===== src/design/tsi_pkg.sv =====
// ----------------------------------------------------------------------------
// tsi_pkg
// Types and constants of the timestamp sync interpolator.
// ----------------------------------------------------------------------------
package tsi_pkg;

  localparam int unsigned TDATA_W    = 240;
  localparam int unsigned NUM_FIELDS = 6;
  localparam int unsigned DIV_STEPS  = 58;
  localparam logic [23:0] MAX_GAP_RST = 24'd200000;
  localparam logic        REQ_PUSH  = 1'b0;
  localparam logic        REQ_QUERY = 1'b1;

  typedef struct packed {
    logic [47:0]        stamp;
    logic [7:0]         status;
    logic signed [31:0] lat;
    logic signed [31:0] lon;
    logic signed [31:0] alt;
    logic signed [31:0] east;
    logic signed [31:0] north;
    logic signed [31:0] up;
  } entry_t;

  typedef enum logic [3:0] {
    ST_IDLE, ST_READ, ST_CHECK, ST_MUL0, ST_MUL1, ST_PREP, ST_DIV, ST_STORE,
    ST_DONE_OK, ST_DONE_FAIL
  } state_e;

  typedef struct packed {
    logic accept;
    logic rd;
    logic pop;
    logic wcalc;
    logic mul0;
    logic mul1;
    logic prep;
    logic div_step;
    logic store;
    logic emit_ok;
    logic emit_fail;
  } cmd_t;

  typedef struct packed {
    logic cnt_ge2;
    logic t0_gt_q;
    logic t1_lt_q;
    logic bad_gap;
    logic div_done;
    logic last_field;
    logic out_free;
  } sts_t;

  function automatic logic signed [31:0] field_of(entry_t e, logic [2:0] idx);
    logic signed [31:0] v;
    case (idx)
      3'd0:    v = e.lat;
      3'd1:    v = e.lon;
      3'd2:    v = e.alt;
      3'd3:    v = e.east;
      3'd4:    v = e.north;
      default: v = e.up;
    endcase
    return v;
  endfunction

endpackage


===== src/design/tsi_ctrl.sv =====
// ----------------------------------------------------------------------------
// tsi_ctrl
// Sequencer: bracket walk, per-field multiply and serial divide, result hand-off.
// ----------------------------------------------------------------------------
module tsi_ctrl (
  input  logic          clk_i,
  input  logic          rst_ni,
  input  logic          in_valid_i,
  input  logic          in_query_i,
  output logic          in_ready_o,
  input  tsi_pkg::sts_t sts_i,
  output tsi_pkg::cmd_t cmd_o
);
  import tsi_pkg::*;

  state_e state_q, state_d;

  always_ff @(posedge clk_i or negedge rst_ni) begin
    if (!rst_ni) begin
      state_q <= ST_IDLE;
    end else begin
      state_q <= state_d;
    end
  end

  always_comb begin
    state_d = state_q;
    case (state_q)
      ST_IDLE: begin
        if (in_valid_i && in_query_i == REQ_QUERY) state_d = ST_READ;
      end
      ST_READ:  state_d = ST_CHECK;
      ST_CHECK: begin
        if (!sts_i.cnt_ge2 || sts_i.t0_gt_q) state_d = ST_DONE_FAIL;
        else if (sts_i.t1_lt_q)              state_d = ST_READ;
        else if (sts_i.bad_gap)              state_d = ST_DONE_FAIL;
        else                                 state_d = ST_MUL0;
      end
      ST_MUL0: state_d = ST_MUL1;
      ST_MUL1: state_d = ST_PREP;
      ST_PREP: state_d = ST_DIV;
      ST_DIV: begin
        if (sts_i.div_done) state_d = ST_STORE;
      end
      ST_STORE: state_d = sts_i.last_field ? ST_DONE_OK : ST_MUL0;
      ST_DONE_OK, ST_DONE_FAIL: begin
        if (sts_i.out_free) state_d = ST_IDLE;
      end
      default: state_d = ST_IDLE;
    endcase
  end

  always_comb begin
    cmd_o      = '0;
    in_ready_o = 1'b0;
    case (state_q)
      ST_IDLE: begin
        in_ready_o    = 1'b1;
        cmd_o.accept  = in_valid_i;
      end
      ST_READ:  cmd_o.rd = 1'b1;
      ST_CHECK: begin
        if (sts_i.cnt_ge2 && !sts_i.t0_gt_q) begin
          // drop a stale or unusable head
          cmd_o.pop   = sts_i.t1_lt_q || sts_i.bad_gap;
          cmd_o.wcalc = !sts_i.t1_lt_q && !sts_i.bad_gap;
        end
      end
      ST_MUL0:      cmd_o.mul0      = 1'b1;
      ST_MUL1:      cmd_o.mul1      = 1'b1;
      ST_PREP:      cmd_o.prep      = 1'b1;
      ST_DIV:       cmd_o.div_step  = 1'b1;
      ST_STORE:     cmd_o.store     = 1'b1;
      ST_DONE_OK:   cmd_o.emit_ok   = sts_i.out_free;
      ST_DONE_FAIL: cmd_o.emit_fail = sts_i.out_free;
      default: ;
    endcase
  end

endmodule


===== config.mk =====
export PLATFORM = sky130hd
export DESIGN_NAME = tsi_ctrl
export DESIGN_NICKNAME = d
export VERILOG_FILES = /design/src/design/tsi_pkg.sv /design/src/design/tsi_ctrl.sv
export SDC_FILE = /design/constraint.sdc
export NUM_CORES = 1
export LEC_CHECK = 0
export BUFFER_PORTS_ARGS = -buffer_cell sky130_fd_sc_hd__buf_2
export CELL_PAD_IN_SITES_DETAIL_PLACEMENT = 2
export CELL_PAD_IN_SITES_GLOBAL_PLACEMENT = 2
export CORE_UTILIZATION = 21
export DETAILED_ROUTE_END_ITERATION = 7
export HOLD_SLACK_MARGIN = 0.03
export PLACE_DENSITY_LB_ADDON = 0.1
export SYNTH_ARGS = -nofsm -noshare
export SYNTH_HDL_FRONTEND = slang
export SYNTH_SLANG_ARGS = --single-unit

===== constraint.sdc =====
create_clock -name clk_i -period 1.3 [get_ports clk_i]
set_input_delay 0.13 -clock clk_i [delete_from_list [all_inputs] [get_ports clk_i]]
set_output_delay 0.13 -clock clk_i [all_outputs]
set_load 0.05 [all_outputs]

* After elaboration in Yosys (flattened, before gate mapping) *
Cells that the tools add are included.

word-level totals
  output and inout port bits = 12
  bits in writable memories = 0
  memory bits (read-only) = 0
  flip-flop bits (word level) = 4
  word-level logic and storage cells = 45
  memories = 0
  latch bits = 0

cells by class
  $add $sub $neg = 0
  equality and inequality tests = 12
  bitwise gates (word level) = 0
  order comparisons = 0
  reductions and logical operators = 12
  divide/modulo/power cells = 0
  shift operators = 0
  mux-type cells = 20
  $mul = 0

operator list
  kind                                                  count
  one-hot mux 4 bit (9 select lines)                    1
  2-to-1 mux 4 bit                                      7
  equality test 4 x 3 -> 1 bit (second input constant)  4
  2-to-1 mux 1 bit                                      10
  equality test 4 x 2 -> 1 bit (second input constant)  2
  equality test 4 bit (second input constant)           2
  inequality test 2 bit (second input constant)         3
  equality test 4 x 1 -> 1 bit (second input constant)  1
  logical NOT 1 bit                                     4
  logical NOT 4 bit                                     1
  2-to-1 mux 2 bit                                      2
  logical AND 1 bit                                     3
  AND reduction 3 bit                                   1
  logical OR 1 bit                                      2
  OR reduction 2 bit                                    1

* Longest topological paths before layout *
  word-level depth = 4
  gate-level depth with buffers = 4

* Worst setup path before layout *
OpenSTA, ideal clock, no wires.

  path type = reg-to-output
  start = register state_q[2]
  end = output port cmd_o[1] (netlist name)
  cell stages (with the launch flop) = 4
  path buffers = 1
  data arrival time = 1785 ps
  slack = -615 ps
  cell sequence = dfrtp_1 -> buf_2 -> nand3b_1 -> nor3_1

RTL lines
  element                 line            text
  start, declared         tsi_ctrl.sv:16  state_e state_q, state_d;
  start signal, assigned  tsi_ctrl.sv:22  state_q <= state_d;
  end, declared           tsi_ctrl.sv:12  output tsi_pkg::cmd_t cmd_o

==> metrics.txt <==
clock buffer depth=2; Hold Path Class=input port to flop; routed len/inst=15.5 um; fin nets=104; # diodes=0; first-pass GRT wire length=2.83 mm; max frequency=639 MHz; slew margin rel.=78.5%; Core Footprint=1750 um2; cell area power density=2680 nW/um2; pin count of the biggest net entering global routing=9; P_sw=1220 uW; dpl cell area=682 um2; Rows=15; grt peak-use layer=met2; port bufs=22; Clock Power Share=6.3%; status=finished with violations; CP required=between 1 and 1.5 ns; clock-pin transition on the worst setup and hold timing paths=0.04 ns; number of CTS-inserted buffers=3; Worst-Margin Slew=about 0.32 ns; Die Span Y=45.3 um; synthesized area=394 um2; Initial Util=22.6%; Worst Clk Skew=0.00606 ns; delay-heaviest family, CP=buffers and inverters; Clock Latency Late Sink=0.24 ns; Total Wirelength=1.80 mm; sequential power share=12.7%; Setup Crit Path Kind=flop to output port; share of post-route cells with drive strength above 1=76.9%; dpl cells=104; post-route ant nets=0; switch share=approximately half; Synth Warn #=0; initial DRC count=5; Setup TNS Final=-2.78 ns; Net Count, Synth=57; placed wire-length estimate=1.05 mm; met3 track demand over resource=4.00%; syn_area_per_cell=8.57 um2; Fin. Hold Viols=0; critical path launch point type=flop; RSZ-0062 raised after global routing=yes; final setup vio count=14; minimum clock period after layout=roughly 1.6 ns; drt pass-1 iters=4; CTS root buffer=clkbuf_4; via count=roughly 530; Die Area=slightly above 2000 um2; critical path peak fanout=5; initial antenna violation count=0; Residual DRC=0; io pins=23; Via density=4.53; leakage=0.000417 uW; Yosys top cell area share=25.4%; H-tree depth=1; sequential fraction of the synthesis area=25.4%; cell mode on critical path=buf_6; area grow syn2layout=137%; Sink Count=4; final period utilization=120%; slowest CP cell=dfrtp_2; critical path buffer and inverter count=3; max-slew violations=0; largest stage delay on the critical path=0.44 ns; critical path, cell by cell=buf_6 -> nand3b_1 -> buf_6 -> nor2_4 -> buf_8; max-cap violation count=0; Cell variety after synth=25; gr ovfl total=0; GRT Util Overall=~21%; synthesized instance count=46; Die Width=45.3 um; #FFs+latches synth=4; Reg with most FFs=state_q; TritonCTS clock tree=built; failing checks=negative setup slack; final non-filler cell total=116; CP endpoint kind=output port; Final WS setup=-0.264 ns; Final Wtd Congestion=about 0.7; worst path arrival time=~1.4 ns; combinational group share of total power=between 80% and 90%; met1 usage=24.0%; met2 Usage GRT=35.9%; largest cells by area after synthesis=dfrtp_1 25%, buf_6 8.6%, nor2_1 6.7%, nor4_4 5.4%, nor3_1 5.1%; Design Area, Final=932 um2; max reg flops=4; dominant cell type by area after synthesis=dfrtp_1; top flop regs=state_q x4; Int Power=approximately 1300 uW; worst vdd rail ir drop=roughly 0.0011 V; final core utilization=53.4%; vias in the first global route=556
power by group through the flow:
stage | logic (uW) | clock network (uW) | registers (uW)
finish | 2020 | 158 | 317
detailed placement | 1460 | 0 | 275
global route | 2130 | 174 | 329
CTS | 1840 | 168 | 310
global placement | 1440 | 0 | 280
floorplan | 1090 | 0 | 240
worst reg2reg max path: cells and delay by family, from the launching register on:
kind	cells	cell delay, ns
AND/OR/NAND/NOR	1	0.27
flip-flops	1	0.44
buffers and inverters	3	0.41
AO/OA/AOI/OAI	2	0.23
metrics by stage:
step	setup WS, ns	hold WS, ns	power, uW
after floorplan	-0.382	-0.166	1330
after global placement	-0.161	-0.0619	1720
after detailed placement	-0.148	-0.0608	1740
after CTS	-0.276	0.161	2320
after global routing	-0.323	0.173	2640
final	-0.264	0.164	2500
synth_stat cells, drive strengths merged:
| cell | number |
|---|---|
| nand2 | 5 |
| and2 | 1 |
| nand2b | 3 |
| nand3 | 1 |
| a211o | 1 |
| xor2 | 1 |
| nor2b | 1 |
| o31ai | 1 |
| nor2 | 7 |
| buf | 4 |
| and4bb | 1 |
| nor3b | 1 |
| nor4 | 1 |
| nor4b | 3 |
| nor3 | 4 |
| a21o | 1 |
| nand3b | 1 |
| a21boi | 2 |
| o21ai | 1 |
| a211oi | 1 |
| dfrtp | 4 |
| inv | 1 |
timing repair:
item	CTS	global route
setup endpoints to repair	15	15
gates resized for setup	36	9
pin swaps	5	4
hold endpoints to repair	4	0
setup buffers	5	3
hold buffers	1	0
path summary, 6_finish.rpt:
| path | endpoint | start | slack [ns] | cells after the start |
|---|---|---|---|---|
| min in group asynchronous | state_q[1]$_DFFE_PN0P_ | rst_ni | 0.23 | 2 |
| hold reg to reg | state_q[2]$_DFFE_PN0P_ | state_q[3]$_DFFE_PN0P_ | 0.65 | 2 |
| hold / removal | state_q[3]$_DFFE_PN0P_ | sts_i[1] | 0.16 | 2 |
| setup reg to reg | state_q[0]$_DFFE_PN0P_ | state_q[3]$_DFFE_PN0P_ | -0.17 | 6 |
| max in group asynchronous | state_q[3]$_DFFE_PN0P_ | rst_ni | 0.93 | 2 |
| setup / recovery | cmd_o[0] | state_q[2]$_DFFE_PN0P_ | -0.26 | 5 |
final cells by class:
cell class | count | area, um2
tap | 25 | 31.3
clock buffer | 3 | 22.5
timing repair buffer | 46 | 405
inverter | 1 | 7.51
multi-input combinational | 37 | 362
sequential | 4 | 104
fill | 180 | 813
metal layers:
layer  routed length [um]  part of all wire [%]  vias to the layer above
met5                    0                     0                        -
met4                   19                   1.1                        0
met3                   36                   2.0                        2
met2                 1010                    56                       12
met1                  742                    41                      259
li1                     -                     -                      252
placed cells by master, fill, tap and decap left out, types with 2 or more instances in the layout:
master    netlist  routed
buf_2           1      10
buf_4           0      17
buf_6           3      14
buf_8           0       4
clkbuf_4        0       3
dfrtp_2         0       3
nand2_1         5       4
nand2b_1        3       2
nor2_1          7       3
nor2_4          0       4
nor3_2          0       2
nor3_4          0       2
cells by family (layout without fill, tap and decap cells):
logic type | count (synthesis) | after routing | share of synthesized area (%)
xor+xnor | 1 | 1 | 2.22
flops | 4 | 4 | 25.4
buf+inv | 5 | 50 | 10.8
simple gates | 29 | 29 | 47.6
compound gates | 7 | 7 | 14.0
(Power assumes the default switching activity.)
